## src/design/u8d_pkg.sv

```systemverilog
// ----------------------------------------------------------------------------
// u8d_pkg
// Types and constants shared by the UTF-8 stream decoder modules.
// ----------------------------------------------------------------------------
package u8d_pkg;

    localparam int U8D_QUEUE_DEPTH = 4;

    localparam logic [20:0] REPLACEMENT_CHAR = 21'h00FFFD;

    // One input transaction: a raw byte and the end-of-text mark.
    typedef struct packed {
        logic [7:0] byte_in;
        logic       text_end;
    } byte_item_t;

    // One result transaction: a decoded character or an invalid prefix.
    typedef struct packed {
        logic [20:0] code_point;
        logic        well_formed;
        logic [2:0]  seq_length;
        logic        run_last;
        logic        text_done;
    } char_item_t;

    // What the front hands to the back for one byte: one or two results.
    typedef struct packed {
        logic       two;
        char_item_t first;
        char_item_t second;
    } cmd_t;

    // Queue status seen by the front and the back.
    typedef struct packed {
        logic full;
        logic nonempty;
    } q_status_t;

endpackage

```

## src/design/utf8_stream_decoder.sv

```systemverilog
// ----------------------------------------------------------------------------
// utf8_stream_decoder
// Streaming UTF-8 decoder with strict well-formedness checking.
// ----------------------------------------------------------------------------
// Usage:
// Bytes arrive on the byte channel (byte_valid, byte_stall, byte_item), one
// transaction per byte, with text_end set on the last byte of a text.
// Decoded characters leave on the char channel (char_valid, char_stall,
// char_item): code point, well-formed flag, length, and the run_last and
// text_done marks. Malformed or truncated input gives U+FFFD with the length
// of the maximal well-formed prefix.
// A byte is taken in every cycle while the command queue has room; the
// queue is QUEUE_DEPTH entries deep. A byte continuing a sequence gives no
// transaction; a byte that breaks a sequence may give two, which the output
// stage sends one after the other; the back sustains one result a cycle
// while the receiver does not stall. Results pass through the queue, then the
// output register; while the receiver stalls, they wait in the output register
// and the queue. Once the queue is full, byte_stall rises.
// Reset clears the pending sequence, the queue and the output register.
// ----------------------------------------------------------------------------
module utf8_stream_decoder
    import u8d_pkg::*;
#(
    parameter int QUEUE_DEPTH = U8D_QUEUE_DEPTH
)
(
    input  logic       clk,
    input  logic       rst_n,
    input  logic       byte_valid,
    output logic       byte_stall,
    input  byte_item_t byte_item,
    output logic       char_valid,
    input  logic       char_stall,
    output char_item_t char_item
);

    q_status_t q_status;
    logic      push;
    logic      pop;
    cmd_t      push_cmd;
    cmd_t      head;

    u8d_front u_front (
        .clk        (clk),
        .rst_n      (rst_n),
        .byte_valid (byte_valid),
        .byte_stall (byte_stall),
        .byte_item  (byte_item),
        .q_status   (q_status),
        .push       (push),
        .push_cmd   (push_cmd)
    );

    u8d_queue #(
        .DEPTH (QUEUE_DEPTH)
    ) u_queue (
        .clk      (clk),
        .rst_n    (rst_n),
        .push     (push),
        .push_cmd (push_cmd),
        .pop      (pop),
        .head     (head),
        .status   (q_status)
    );

    u8d_back u_back (
        .clk        (clk),
        .rst_n      (rst_n),
        .head       (head),
        .q_status   (q_status),
        .pop        (pop),
        .char_valid (char_valid),
        .char_stall (char_stall),
        .char_item  (char_item)
    );

endmodule

```

## src/design/u8d_queue.sv

```systemverilog
// ----------------------------------------------------------------------------
// u8d_queue
// Small FIFO of decode commands between the front and the back.
// ----------------------------------------------------------------------------
module u8d_queue
    import u8d_pkg::*;
#(
    parameter int DEPTH = U8D_QUEUE_DEPTH
)
(
    input  logic      clk,
    input  logic      rst_n,
    input  logic      push,
    input  cmd_t      push_cmd,
    input  logic      pop,
    output cmd_t      head,
    output q_status_t status
);

    localparam int PTR_W = (DEPTH > 1) ? $clog2(DEPTH) : 1;
    localparam int CNT_W = $clog2(DEPTH + 1);

    cmd_t             entries [DEPTH];
    logic [PTR_W-1:0] wr_ptr_reg;
    logic [PTR_W-1:0] wr_ptr_next;
    logic [PTR_W-1:0] rd_ptr_reg;
    logic [PTR_W-1:0] rd_ptr_next;
    logic [CNT_W-1:0] count_reg;
    logic [CNT_W-1:0] count_next;
    logic             do_push;
    logic             do_pop;

    assign status.full     = (count_reg == CNT_W'(DEPTH));
    assign status.nonempty = (count_reg != '0);
    assign do_push         = push && !status.full;
    assign do_pop          = pop && status.nonempty;
    assign head            = entries[rd_ptr_reg];

    always_comb
    begin
        wr_ptr_next = wr_ptr_reg;
        rd_ptr_next = rd_ptr_reg;
        count_next  = count_reg;
        if (do_push)
        begin
            wr_ptr_next = (wr_ptr_reg == PTR_W'(DEPTH - 1)) ? '0 : wr_ptr_reg + 1'b1;
        end
        if (do_pop)
        begin
            rd_ptr_next = (rd_ptr_reg == PTR_W'(DEPTH - 1)) ? '0 : rd_ptr_reg + 1'b1;
        end
        if (do_push && !do_pop)
        begin
            count_next = count_reg + 1'b1;
        end
        else if (do_pop && !do_push)
        begin
            count_next = count_reg - 1'b1;
        end
    end

    always_ff @(posedge clk or negedge rst_n)
    begin
        if (!rst_n)
        begin
            wr_ptr_reg <= '0;
            rd_ptr_reg <= '0;
            count_reg  <= '0;
        end
        else
        begin
            wr_ptr_reg <= wr_ptr_next;
            rd_ptr_reg <= rd_ptr_next;
            count_reg  <= count_next;
        end
    end

    always_ff @(posedge clk)
    begin
        if (do_push)
        begin
            entries[wr_ptr_reg] <= push_cmd;
        end
    end

endmodule

```

## src/design/u8d_front.sv

```systemverilog
// ----------------------------------------------------------------------------
// u8d_front
// Accepts bytes, tracks the pending sequence and forms the results of each byte.
// ----------------------------------------------------------------------------
module u8d_front
    import u8d_pkg::*;
(
    input  logic       clk,
    input  logic       rst_n,
    input  logic       byte_valid,
    output logic       byte_stall,
    input  byte_item_t byte_item,
    input  q_status_t  q_status,
    output logic       push,
    output cmd_t       push_cmd
);

    localparam logic [2:0] LC_NONE  = 3'd0;
    localparam logic [2:0] LC_TWO   = 3'd1;
    localparam logic [2:0] LC_E0    = 3'd2;
    localparam logic [2:0] LC_E1    = 3'd3;
    localparam logic [2:0] LC_ED    = 3'd4;
    localparam logic [2:0] LC_F0    = 3'd5;
    localparam logic [2:0] LC_F1    = 3'd6;
    localparam logic [2:0] LC_F4    = 3'd7;

    typedef struct packed {
        logic        emit;
        char_item_t  res;
        logic [2:0]  cls;
        logic [14:0] pay;
        logic [1:0]  need;
    } lead_t;

    function automatic char_item_t bad_item(input logic [2:0] len);
        char_item_t r;
        r            = '0;
        r.code_point = REPLACEMENT_CHAR;
        r.seq_length = len;
        return r;
    endfunction

    // Decodes a byte as the start of a new sequence.
    function automatic lead_t take_lead(input logic [7:0] b, input logic fin);
        lead_t l;
        l      = '0;
        l.cls  = LC_NONE;
        priority if (b <= 8'h7F)
        begin
            l.emit           = 1'b1;
            l.res.code_point = {13'd0, b};
            l.res.well_formed = 1'b1;
            l.res.seq_length = 3'd1;
        end
        else if (b >= 8'hC2 && b <= 8'hDF)
        begin
            l.cls = LC_TWO; l.pay = {10'd0, b[4:0]}; l.need = 2'd1;
        end
        else if (b == 8'hE0)
        begin
            l.cls = LC_E0; l.pay = {11'd0, b[3:0]}; l.need = 2'd2;
        end
        else if (b == 8'hED)
        begin
            l.cls = LC_ED; l.pay = {11'd0, b[3:0]}; l.need = 2'd2;
        end
        else if (b >= 8'hE1 && b <= 8'hEF)
        begin
            l.cls = LC_E1; l.pay = {11'd0, b[3:0]}; l.need = 2'd2;
        end
        else if (b == 8'hF0)
        begin
            l.cls = LC_F0; l.pay = {12'd0, b[2:0]}; l.need = 2'd3;
        end
        else if (b >= 8'hF1 && b <= 8'hF3)
        begin
            l.cls = LC_F1; l.pay = {12'd0, b[2:0]}; l.need = 2'd3;
        end
        else if (b == 8'hF4)
        begin
            l.cls = LC_F4; l.pay = {12'd0, b[2:0]}; l.need = 2'd3;
        end
        else
        begin
            l.emit = 1'b1;
            l.res  = bad_item(3'd1);
        end
        // A valid lead byte that ends the text is a truncated sequence.
        if (!l.emit && fin)
        begin
            l.emit = 1'b1;
            l.res  = bad_item(3'd1);
        end
        return l;
    endfunction

    logic [14:0] partial_reg;
    logic [14:0] partial_next;
    logic [2:0]  cls_reg;
    logic [2:0]  cls_next;
    logic [1:0]  held_reg;
    logic [1:0]  held_next;
    logic [1:0]  need_reg;
    logic [1:0]  need_next;

    logic        accept;
    logic        emit;
    logic        load_lead;
    logic        cont_ok;
    logic [7:0]  lo_bound;
    logic [7:0]  hi_bound;
    logic [20:0] cp_ext;
    logic [2:0]  held_inc;
    logic [1:0]  need_dec;
    lead_t       lead;
    cmd_t        cmd;

    assign byte_stall = q_status.full;
    assign accept     = byte_valid && !q_status.full;
    assign push       = accept && emit;
    assign push_cmd   = cmd;

    // The second byte of some lead bytes has a narrower range.
    always_comb
    begin
        lo_bound = 8'h80;
        hi_bound = 8'hBF;
        if (held_reg == 2'd1)
        begin
            unique case (cls_reg)
                LC_E0:   lo_bound = 8'hA0;
                LC_ED:   hi_bound = 8'h9F;
                LC_F0:   lo_bound = 8'h90;
                LC_F4:   hi_bound = 8'h8F;
                default: ;
            endcase
        end
        cont_ok = (byte_item.byte_in >= lo_bound) && (byte_item.byte_in <= hi_bound);
    end

    assign cp_ext   = {partial_reg, byte_item.byte_in[5:0]};
    assign held_inc = {1'b0, held_reg} + 3'd1;
    assign need_dec = need_reg - 2'd1;

    always_comb
    begin
        lead         = take_lead(byte_item.byte_in, byte_item.text_end);
        cmd          = '0;
        emit         = 1'b0;
        load_lead    = 1'b0;
        partial_next = partial_reg;
        cls_next     = cls_reg;
        held_next    = held_reg;
        need_next    = need_reg;
        priority if (need_reg == 2'd0)
        begin
            emit      = lead.emit;
            cmd.first = lead.res;
            load_lead = !lead.emit;
        end
        else if (cont_ok)
        begin
            if (need_dec == 2'd0)
            begin
                emit                  = 1'b1;
                cmd.first.code_point  = cp_ext;
                cmd.first.well_formed = 1'b1;
                cmd.first.seq_length  = held_inc;
            end
            else if (byte_item.text_end)
            begin
                emit      = 1'b1;
                cmd.first = bad_item(held_inc);
            end
            else
            begin
                partial_next = cp_ext[14:0];
                held_next    = held_inc[1:0];
                need_next    = need_dec;
            end
        end
        else
        begin
            // The breaking byte closes the prefix and is then taken as a lead byte.
            emit       = 1'b1;
            cmd.first  = bad_item({1'b0, held_reg});
            cmd.two    = lead.emit;
            cmd.second = lead.res;
            load_lead  = !lead.emit;
        end

        if (load_lead)
        begin
            partial_next = lead.pay;
            cls_next     = lead.cls;
            held_next    = 2'd1;
            need_next    = lead.need;
        end
        else if (emit || byte_item.text_end)
        begin
            partial_next = '0;
            cls_next     = LC_NONE;
            held_next    = '0;
            need_next    = '0;
        end

        if (cmd.two)
        begin
            cmd.second.run_last  = 1'b1;
            cmd.second.text_done = byte_item.text_end;
        end
        else
        begin
            cmd.first.run_last  = 1'b1;
            cmd.first.text_done = byte_item.text_end;
        end
    end

    always_ff @(posedge clk or negedge rst_n)
    begin
        if (!rst_n)
        begin
            partial_reg <= '0;
            cls_reg     <= LC_NONE;
            held_reg    <= '0;
            need_reg    <= '0;
        end
        else if (accept)
        begin
            partial_reg <= partial_next;
            cls_reg     <= cls_next;
            held_reg    <= held_next;
            need_reg    <= need_next;
        end
    end

endmodule

```

## src/design/u8d_back.sv

```systemverilog
// ----------------------------------------------------------------------------
// u8d_back
// Takes queue commands and shows their results one per cycle while not stalled.
// ----------------------------------------------------------------------------
module u8d_back
    import u8d_pkg::*;
(
    input  logic       clk,
    input  logic       rst_n,
    input  cmd_t       head,
    input  q_status_t  q_status,
    output logic       pop,
    output logic       char_valid,
    input  logic       char_stall,
    output char_item_t char_item
);

    typedef enum logic {
        PH_FIRST,
        PH_SECOND
    } phase_t;

    phase_t     phase_reg;
    logic       valid_reg;
    char_item_t item_reg;
    logic       load;

    // The output register may refill when it is empty or being taken.
    assign load       = !valid_reg || !char_stall;
    assign pop        = load && q_status.nonempty && (phase_reg == PH_SECOND || !head.two);
    assign char_valid = valid_reg;
    assign char_item  = item_reg;

    always_ff @(posedge clk or negedge rst_n)
    begin
        if (!rst_n)
        begin
            phase_reg <= PH_FIRST;
            valid_reg <= 1'b0;
            item_reg  <= '0;
        end
        else if (load)
        begin
            valid_reg <= q_status.nonempty;
            if (q_status.nonempty)
            begin
                unique case (phase_reg)
                    PH_FIRST:
                    begin
                        item_reg  <= head.first;
                        phase_reg <= head.two ? PH_SECOND : PH_FIRST;
                    end
                    PH_SECOND:
                    begin
                        item_reg  <= head.second;
                        phase_reg <= PH_FIRST;
                    end
                endcase
            end
        end
    end

endmodule

```

## config.mk

```make
export PLATFORM = sky130hd
export DESIGN_NAME = utf8_stream_decoder
export DESIGN_NICKNAME = d
export VERILOG_FILES = /design/src/design/u8d_pkg.sv /design/src/design/utf8_stream_decoder.sv /design/src/design/u8d_queue.sv /design/src/design/u8d_front.sv /design/src/design/u8d_back.sv
export SDC_FILE = /design/constraint.sdc
export NUM_CORES = 1
export LEC_CHECK = 0
export BUFFER_PORTS_ARGS = -buffer_cell sky130_fd_sc_hd__buf_2
export CORE_MARGIN = 2
export CORE_UTILIZATION = 50
export CTS_CLUSTER_DIAMETER = 60
export DETAILED_ROUTE_END_ITERATION = 16
export HOLD_SLACK_MARGIN = 0.06
export PLACE_DENSITY_LB_ADDON = 0.25
export RECOVER_POWER = 25
export SYNTH_ARGS = -nofsm -noshare
export SYNTH_HDL_FRONTEND = slang
export SYNTH_SLANG_ARGS = --single-unit
```

## constraint.sdc

```tcl
create_clock -name clk -period 3.8 [get_ports clk]
set_input_delay 0.38 -clock clk [delete_from_list [all_inputs] [get_ports clk]]
set_output_delay 0.38 -clock clk [all_outputs]
set_load 0.01 [all_outputs]
```

# Word-level counts from Yosys, hierarchy flattened

Memory sizes are Yosys's and may differ from the RTL's.
Index checks and enable logic that the tools add are counted.
W data, S select, Z words.

Eq/ne operators: 15
Order comparisons: 9
Add/sub/neg operators: 6
Bitwise gates (word level): 1
Reduce and logical (&&, ||, !) cells: 33
Muxes and demuxes: 67

Operators by type and width:

| operator             | number |
|---|---|
| $mux W28             | 8 |
| $mux W20             | 7 |
| $mux W27             | 4 |
| $mux W15             | 6 |
| $pmux W27 S2         | 1 |
| $mux W22             | 2 |
| $mux W2              | 17 |
| $eq A8 B8 Y1 const B | 4 |
| $mux W26             | 1 |
| $mux W25             | 1 |
| $ge A8 B8 Y1 const B | 3 |
| $le A8 B8 Y1 const B | 3 |
| $pmux W6 S2          | 2 |
| $logic_and A1 B1 Y1  | 13 |
| $eq A3 B3 Y1 const B | 4 |
| $mux W3              | 4 |
| $mux W1              | 11 |
| $ge A8 B8 Y1         | 1 |
| $le A8 B7 Y1 const B | 1 |
| $le A8 B8 Y1         | 1 |
| $logic_not A1 Y1     | 8 |
| $mux W8              | 1 |
| $mux W6              | 1 |
| $ne A3 B2 Y1 const B | 2 |
| other kinds (17)     | 25 |

Memories: 1
Register bits: 58
Output and inout port bits: 29
Logic and storage cells: 146
RAM bits: 220
Bits of input ports: 13

Memories:

| name            | words | bits a word | rd ports | clocked after memory_dff | wr ports | RTL line        | RTL |
|---|---|---|---|---|---|---|---|
| u_queue.entries | 4     | 55          | 1        | 0                        | 1        | u8d_queue.sv:23 | `cmd_t entries [DEPTH];` |

# Logic depth before layout (Yosys ltp)

Gate-level depths: netlist of run 1.

Depth after elaboration: 19
Depth in mapped cells: 15
Depth with buffers taken out: 15

# Modules after synthesis

From an unflattened synthesis of run 1, not the netlist that was laid out.

Cells, all modules: 667
Area, all modules: 11746.3 um2

Modules (own cells, without submodules):

| module    | sequential area each (um2) | area each (um2) | cells each | times used |
|---|---|---|---|---|
| u8d_queue | 6781.5                     | 8370.5          | 324        | 1 |
| u8d_front | 550.5                      | 1891.8          | 249        | 1 |
| u8d_back  | 725.7                      | 1483.9          | 94         | 1 |

# Worst setup path after synthesis of run 1

No wires, ideal clock.

Kind: register to register
Start point: reg u_front.held_reg[1]
End point: mem u_queue.entries[3][0] (netlist name) (enable)
Cell stages (with the launch flop): 10
Path buffers: 0
Data required time: 3.400 ns
Period minus slack after synthesis: 3.827 ns
Path slack: -0.027 ns
Library setup time: 0.400 ns
Data arrival time: 3.426 ns
Path through: dfrtp_1 inv_1 ha_1 or4b_2 ha_1 nor2b_1 a311oi_2 a211oi_2 a211oi_4 and2_1

Word-level cells in the longest chain between the ends: 10
Elaborated cells on any way between the ends: 12
Those cells by class: order compare: 2; eq/ne: 1; mux: 6; reduce/logical: 3

RTL lines:

| item                                                | RTL line         | RTL |
|---|---|---|
| start, declared                                     | u8d_front.sv:101 | `logic [1:0] held_reg;` |
| start signal, assigned                              | u8d_front.sv:232 | `held_reg <= held_next;` |
| $eq A2 B1 Y1 (*)                                    | u8d_front.sv:128 | `if (held_reg == 2'd1)` |
| $mux W6 / $mux W8 (equally long branches)           | u8d_front.sv:128 |  |
| $ge A8 B8 Y1 / $le A8 B8 Y1 (equally long branches) | u8d_front.sv:138 | `cont_ok = (byte_item.byte_in >= lo_bound) && (byte_item.byte_in <= hi_bound);` |
| $logic_and A1 B1 Y1 (*)                             | u8d_front.sv:138 |  |
| $mux W1 (*)                                         | u8d_front.sv:161 | `else if (cont_ok)` |
| $mux W1 (*)                                         | u8d_front.sv:155 | `priority if (need_reg == 2'd0)` |
| $logic_and A1 B1 Y1 (*)                             | u8d_front.sv:120 | `assign push = accept && emit;` |
| $logic_and A1 B1 Y1 (*)                             | u8d_queue.sv:35  | `assign do_push = push && !status.full;` |
| net u_queue.do_push                                 | u8d_queue.sv:30  | `logic do_push;` |
| $mux W1 (*)                                         | u8d_queue.sv:80  | `if (do_push)` |
| $mux W1 (not written as such) (*)                   | u8d_queue.sv:82  | `entries[wr_ptr_reg] <= push_cmd;` |
| end, declared                                       | u8d_queue.sv:23  |  |

The timed path passes the listed nets; every way through them passes the cells marked *.

# Worst setup path after layout of run 1

Start point: reg u_front.held_reg[1]
End point: reg u_queue.count_reg[2]

Word-level cells in the longest chain between the ends: 11
Elaborated cells on any way between the ends: 15
Those cells by class: order compare: 2; eq/ne: 1; mux: 5; reduce/logical: 7

RTL lines:

| item                                                | RTL line         | RTL |
|---|---|---|
| $eq A2 B1 Y1 (*)                                    | u8d_front.sv:128 |  |
| $mux W6 / $mux W8 (equally long branches)           | u8d_front.sv:128 |  |
| $ge A8 B8 Y1 / $le A8 B8 Y1 (equally long branches) | u8d_front.sv:138 |  |
| $logic_and A1 B1 Y1 (*)                             | u8d_front.sv:138 |  |
| $mux W1 (*)                                         | u8d_front.sv:161 |  |
| $mux W1 (*)                                         | u8d_front.sv:155 |  |
| $logic_and A1 B1 Y1 (*)                             | u8d_front.sv:120 |  |
| $logic_and A1 B1 Y1 (*)                             | u8d_queue.sv:35  |  |
| net u_queue.do_push                                 | u8d_queue.sv:30  |  |
| $logic_not A1 Y1                                    | u8d_queue.sv:56  | `else if (do_pop && !do_push)` |
| $logic_and A1 B1 Y1                                 | u8d_queue.sv:56  |  |
| $reduce_bool A2 Y1 (no line)                        | --               |  |
| end signal, assigned                                | u8d_queue.sv:74  | `count_reg <= count_next;` |
| end, declared                                       | u8d_queue.sv:28  | `logic [CNT_W-1:0] count_reg;` |

Marked as above.
A chain may end at the register's enable or synchronous reset.

==> results of run 1 <==
## how the worst max path moves through the flow
stage                                        to  depth (start not counted)
2_1_floorplan  u_queue.count_reg[2]$_DFFE_PN0P_                         14
3_3_place_gp   u_queue.count_reg[2]$_DFFE_PN0P_                         14
3_5_place_dp   u_queue.count_reg[2]$_DFFE_PN0P_                         14
4_1_cts        u_queue.count_reg[2]$_DFFE_PN0P_                         14
5_1_grt        u_queue.count_reg[2]$_DFFE_PN0P_                         14
6_report       u_queue.count_reg[2]$_DFFE_PN0P_                         14
## layout by cell type (no fill, tap or decap), types with 4 or more instances in the layout
cell       netlist  routed
edfxtp_1       156     156
dfrtp_1         58      57
nand2_1         51      51
mux4_2          39      39
nor2_1          36      36
clkbuf_1        15      34
a21oi_1         32      32
o21ai_0         26      26
clkbuf_16        0      23
inv_1           19      19
mux2i_1         15      15
ha_1            14      14
buf_4            1      12
buf_2           10      11
a21o_1          10      10
nand3_1          9       9
a22o_1           7       7
o21a_1           6       6
clkinv_2         0       6
nor2b_1          5       5
nand2b_1         5       5
clkinv_1         1       5
a31oi_1          4       4
o211ai_1         4       4
and3_1           4       4
and2_2           0       4
buf_12           0       4
## cell families (layout without fill, tap and decap cells)
family	count (synthesis)	in the layout	synth area share
AOI/OAI and AO/OA	111	111	0.0810
xor gates and xnor gates	4	4	0.00387
adders and majority gates	15	15	0.0216
buffers and inverters	52	122	0.0242
DFF	214	214	0.678
muxes	59	59	0.121
and+or+nand+nor	134	134	0.0706
## metrics by stage
step           total power [W]  hold slack, ps  instances
3_5_place_dp           0.00587             461        847
4_1_cts                0.00793            78.5        888
6_report               0.00780            90.1        888
3_3_place_gp           0.00579             452        847
2_1_floorplan          0.00508            84.4        589
5_1_grt                0.00825            96.1        888
## layer usage
| metal | up-vias | part of all wire | track usage |
|---|---|---|---|
| met5 | - | 0 | 0 |
| met4 | 0 | 0.013 | 0.0516 |
| met3 | 19 | 0.058 | 0.0335 |
| met2 | 143 | 0.49 | 0.317 |
| met1 | 2602 | 0.44 | 0.277 |
| li1 | 2347 | - | - |
## power by group through the flow
stage	logic [W]	registers, W	clock network (W)
after floorplan	0.00161	0.00347	0
after global placement	0.00237	0.00342	0
after detailed placement	0.00241	0.00345	0
after CTS	0.00242	0.00341	0.00210
after global routing	0.00258	0.00346	0.00220
final	0.00234	0.00341	0.00205
## repair_timing
action	CTS	global route
endpoints found under the hold margin	24	0
endpoints found under the setup margin	0	1
hold buffers	1	0
## tightest hold or removal path, stage by stage
cell,delay (ps)
buf_2,90
nand2_1,40
nand2_1,40
## final cells by class
type	instances	area, µm²	share of cell area
Inverter	20	75.1	0.00732
Clock buffer	28	614	0.0599
Multi-Input combinational cell	323	2700	0.263
Timing Repair Buffer	62	367	0.0357
Sequential cell	214	6140	0.598
Clock inverter	12	82.6	0.00805
Tap cell	229	287	0.0279
==> run metrics, run 1 <==
vias per inst=~5.8; Setup CP Type=reg2reg; Synth area leaders=edfxtp_1 (52%), dfrtp_1 (16%), mux4_2 (9.7%); Distinct cells, synth=59; clk sinks=214; max incr delay on CP=roughly 600 ps; status=complete, but fails checks; violated checks=capacitance limit, slew limit; ANT cells=0; Global Route Usage Sum=0.195; Clk Tree Root Cell=clkbuf_16; Syn-to-layout area delta=13.4%; vias in the first global route=approximately 5300; r2r endpoint=u_queue.count_reg[2]$_DFFE_PN0P_; Hold Crit Class=in2reg; pwr/cell area=760 nW/µm²; synth cell count leaders=edfxtp_1 (156), dfrtp_1 (58), nand2_1 (51), mux4_2 (39), nor2_1 (36); hold_sp=char_stall; most frequently used flop master after synthesis=edfxtp_1; most frequent cell after synthesis=edfxtp_1; Resized Gates After CTS=0; Max Fclk=~0.28 GHz; Syn Inst Count=just under 600; Reg-to-Reg Start=u_front.held_reg[1]$_DFFE_PN0P_; Yosys reg bits=approximately 210; synth warn=0; DP Area=9600 µm²; Max Root-Sink Buffers=3; first-pass GRT wire length=a little under 30 mm; Layout fillers=around 1400; Final Util=0.575; drt drc=0; CP arrival=roughly 4000 ps; DRT antenna net count=0; syn_area_per_cell=~15 µm²; global placement routability congestion=0.869; Post-synth EDFFs=156; Critical Path Fanout Max=4; max_slew headroom=-0.0807; DR iter-0 viols=~460; final wirelength=between 15 and 20 mm; Routed wire per std cell=slightly above 20 µm; P_sw=0.00238 W; setup bufs post-CTS=0; Worst-Margin Slew=between 1500 and 2000 ps; Final Cell Area=about 10000 µm²; drt pass-1 iters=5; part of the power in registers=0.437; Initial Util=0.507; setup tns final=0 ps; fin. max-slew vios=68; worst hold endpoint=u_back.char_valid$_DFFE_PN0N_; Final WS setup=roughly 220 ps; final period utilization=0.942; most used cell, CP=ha_1; R2R Setup Slk=220 ps; GRT overflow=0; Place WS=about 210 ps; post-synth top area share=0.518; RSZ-0062 raised after global routing=false; hold path depth=3; dpl hpwl=11.7 mm; share of flip-flops with an asynchronous set or reset=0.271; final net count=671; sequential share of the synthesized area=0.678; # H-tree levels=1; die width=139 µm; Worst Skew=14.2 ps; post-synth top area cell=edfxtp_1; critical path's slowest cell=or4b_2; CP startpoint=u_front.held_reg[1]$_DFFE_PN0P_; Worst-path clk slew=approximately 60 ps; critical path cell sequence=inv_1, ha_1, or4b_2, ha_1, nor2b_1, a311oi_2, a211oi_2, a211oi_4, ha_1, inv_1, fa_1, xor2_1, nor2_1, xor2_1; Internal=about 0.0054 W; Peak VDD IR=0.672 mV; Die Ht=~140 µm; Min Clock Period, post-route=3580 ps; logic gate share of total power=0.300; final setup fails=0; layout cells sized above 1=0.185; CP top delay family=adder cells; clock power share=0.263; final-report hold violation count=0; CTS tree=yes; input/output buffers=~40; Sw Ratio=0.306; IO Pins=42; max reg flops=around 160; Lkg Pwr=roughly 3.8 nW; Die Area=between 15000 and 20000 µm²; cts bufs inserted=22; clk_lat worst skew=approximately 500 ps; CP Capture Type=register; core area=around 18000 µm²; CP startpoint kind=register; Critical Path RT=about 4200 ps; mapped cell area=between 9000 and 10000 µm²; Post-Synthesis Net Count=617; Via Count=approximately 5100; row cnt=49; initial antenna violation count=0; CP Buf/Inv Count=2; largest net degree at the start of global routing=50; max-cap violations=2; Worst R2R Path Depth=14
Power figures use the tool's default switching activity.
==> run 2: changes to the inputs <==
BUFFER_PORTS_ARGS = not set   (was -buffer_cell sky130_fd_sc_hd__buf_2)
DONT_BUFFER_PORTS = 1   (was not set)
GPL_ROUTABILITY_DRIVEN = 0   (was not set)
==> run 2 against run 1 <==
Net effect: the flow still finishes with violations (capacitance limit, slew limit); clock power down 3%; utilization fell by 0.59 points; maximum frequency up 0.37%; hold slack worse by 4.3 ps; die area is the same; sequential share of layout area rose by 0.63 points; critical path depth unchanged; global-route usage shrank 0.29 points; count of clock-buffer cells in the layout increased by 2; via count is 2.8% lower; wire length fell by 1.1%; non-clock buffer count fell by 36.
==> run metrics, run 2 (synthesis gave the netlist of run 1 again) <==
status=complete, but fails checks; violated checks=capacitance limit, slew limit; P_sw=0.00237 W; Reg-to-Reg Start=u_front.held_reg[1]$_DFFE_PN0P_; RSZ-0062 raised after global routing=false; final wirelength=approximately 18 mm; first-pass GRT wire length=approximately 29 mm; Die Area=~19000 µm²; core area=between 15000 and 20000 µm²; clk sinks=214; Routed wire per std cell=~21 µm; Worst-Margin Slew=between 1500 and 2000 ps; cts bufs inserted=23; commonest non-fill, non-tap cell in the layout=edfxtp_1; Global Route Usage Sum=0.192; vias per inst=slightly below 6; most frequent cells in the layout=edfxtp_1 (156), dfrtp_1 (56), nand2_1 (51); CP arrival=3980 ps; CP startpoint kind=register; clk_lat worst skew=~500 ps; CTS tree=yes; R2R Setup Slk=about 230 ps; Lkg Pwr=around 3.7 nW; hold path depth=2; pwr/cell area=approximately 750 nW/µm²; DRT antenna net count=0; Setup CP Type=reg2reg; Layout fillers=roughly 1400; Die Ht=139 µm; fin. max-slew vios=42; Peak VDD IR=0.463 mV; CP startpoint=u_front.held_reg[1]$_DFFE_PN0P_; GRT overflow=0; max reg flops=156; CP Capture Type=register; input/output buffers=0; Min Clock Period, post-route=~3600 ps; r2r endpoint=u_queue.count_reg[2]$_DFFE_PN0P_; hold_sp=byte_item[0]; dpl hpwl=approximately 11 mm; Max Root-Sink Buffers=3; clock power share=0.258; part of the power in registers=0.458; final setup fails=0; IO Pins=42; setup tns final=0 ps; drt drc=0; vias in the first global route=5149; ANT cells=0; Critical Path Fanout Max=4; die width=between 100 and 150 µm; Syn-to-layout area delta=12.2%; layout cells sized above 1=0.179; Sw Ratio=0.309; # H-tree levels=1; max_slew headroom=-0.0447; Critical Path RT=~4200 ps; Internal=approximately 0.0053 W; final net count=636; logic gate share of total power=0.284; total power=~0.0077 W; drt pass-1 iters=5; worst hold endpoint=u_front.partial_reg[0]$_DFFE_PN0P_; Hold Crit Class=in2reg; Initial Util=0.507; initial antenna violation count=0; final-report hold violation count=0; Final Util=0.569; Worst R2R Path Depth=14; final period utilization=0.938; largest net degree at the start of global routing=just under 60; Worst-path clk slew=roughly 60 ps; DR iter-0 viols=~350; row cnt=a little under 50; max-cap violations=1; Worst Skew=13.7 ps; Clk Tree Root Cell=clkbuf_16; Via Count=4968; Max Fclk=between 0.2 and 0.3 GHz
==> run 2: through the flow <==
step | cells | hold WS (ps) | worst slack, ps | area, µm²
final | 853 | 85.8 | 234 | 10200
after global routing | 853 | 94.8 | 7.79 | 10200
after CTS | 851 | 74.0 | 79.9 | 10100
after detailed placement | 805 | 88.5 | 96.2 | 9420
after global placement | 805 | 88.3 | 263 | 9420
after floorplan | 589 | 84.4 | 269 | 9050
==> run 2: per-layer routing <==
layer  share of wire  track usage  vias up
met5               0            0        -
met4           0.020       0.0537        0
met3           0.059       0.0321       27
met2            0.49        0.314      138
met1            0.43        0.271     2531
li1                -            -     2272
==> run 2: how the worst max path moves through the flow <==
| stage | to | slack (ps) | depth (start not counted) |
|---|---|---|---|
| floorplan | u_queue.count_reg[2]$_DFFE_PN0P_ | 270 | 14 |
| global placement | u_queue.count_reg[2]$_DFFE_PN0P_ | 260 | 14 |
| detailed placement | u_queue.count_reg[2]$_DFFE_PN0P_ | 100 | 13 |
| CTS | u_queue.count_reg[2]$_DFFE_PN0P_ | 80 | 13 |
| global route | u_queue.count_reg[2]$_DFFE_PN0P_ | 8 | 14 |
| finish | u_queue.count_reg[2]$_DFFE_PN0P_ | 230 | 14 |
==> run 2: layout make-up <==
type	instances	area, µm²	area share
flip-flops and latches	214	6140	0.604
multi-input cells	323	2700	0.266
clock buffers	30	602	0.0593
repair buffers	26	292	0.0287
well taps	229	287	0.0282
inverters	20	75.1	0.00739
clock inverters	11	61.3	0.00604
==> run 2: what timing repair did <==
item | 4_1_cts | 5_1_grt
setup buffers | 0 | 2
endpoints found under the setup margin | 0 | 1
hold buffers | 5 | 0
gates resized for setup | 0 | 2
hold endpoints to repair | 61 | 0
==> run 2: worst max-delay path: stages, from the launching register on <==
cell,delay (ps)
dfrtp_1,400
inv_1,70
ha_1,180
or4b_2,610
ha_1,320
nor2b_1,150
a311oi_2,300
a211oi_2,120
a211oi_4,250
ha_2,220
inv_1,50
fa_1,370
xor2_1,170
nor2_1,110
xor2_1,170
==> run 2: power groups by stage <==
| stage | logic (W) | registers, W | clock network [W] |
|---|---|---|---|
| 3_3_place_gp | 0.00213 | 0.00352 | 0 |
| 5_1_grt | 0.00241 | 0.00356 | 0.00211 |
| 2_1_floorplan | 0.00161 | 0.00347 | 0 |
| 4_1_cts | 0.00222 | 0.00351 | 0.00202 |
| 3_5_place_dp | 0.00218 | 0.00356 | 0 |
| 6_report | 0.00218 | 0.00351 | 0.00198 |
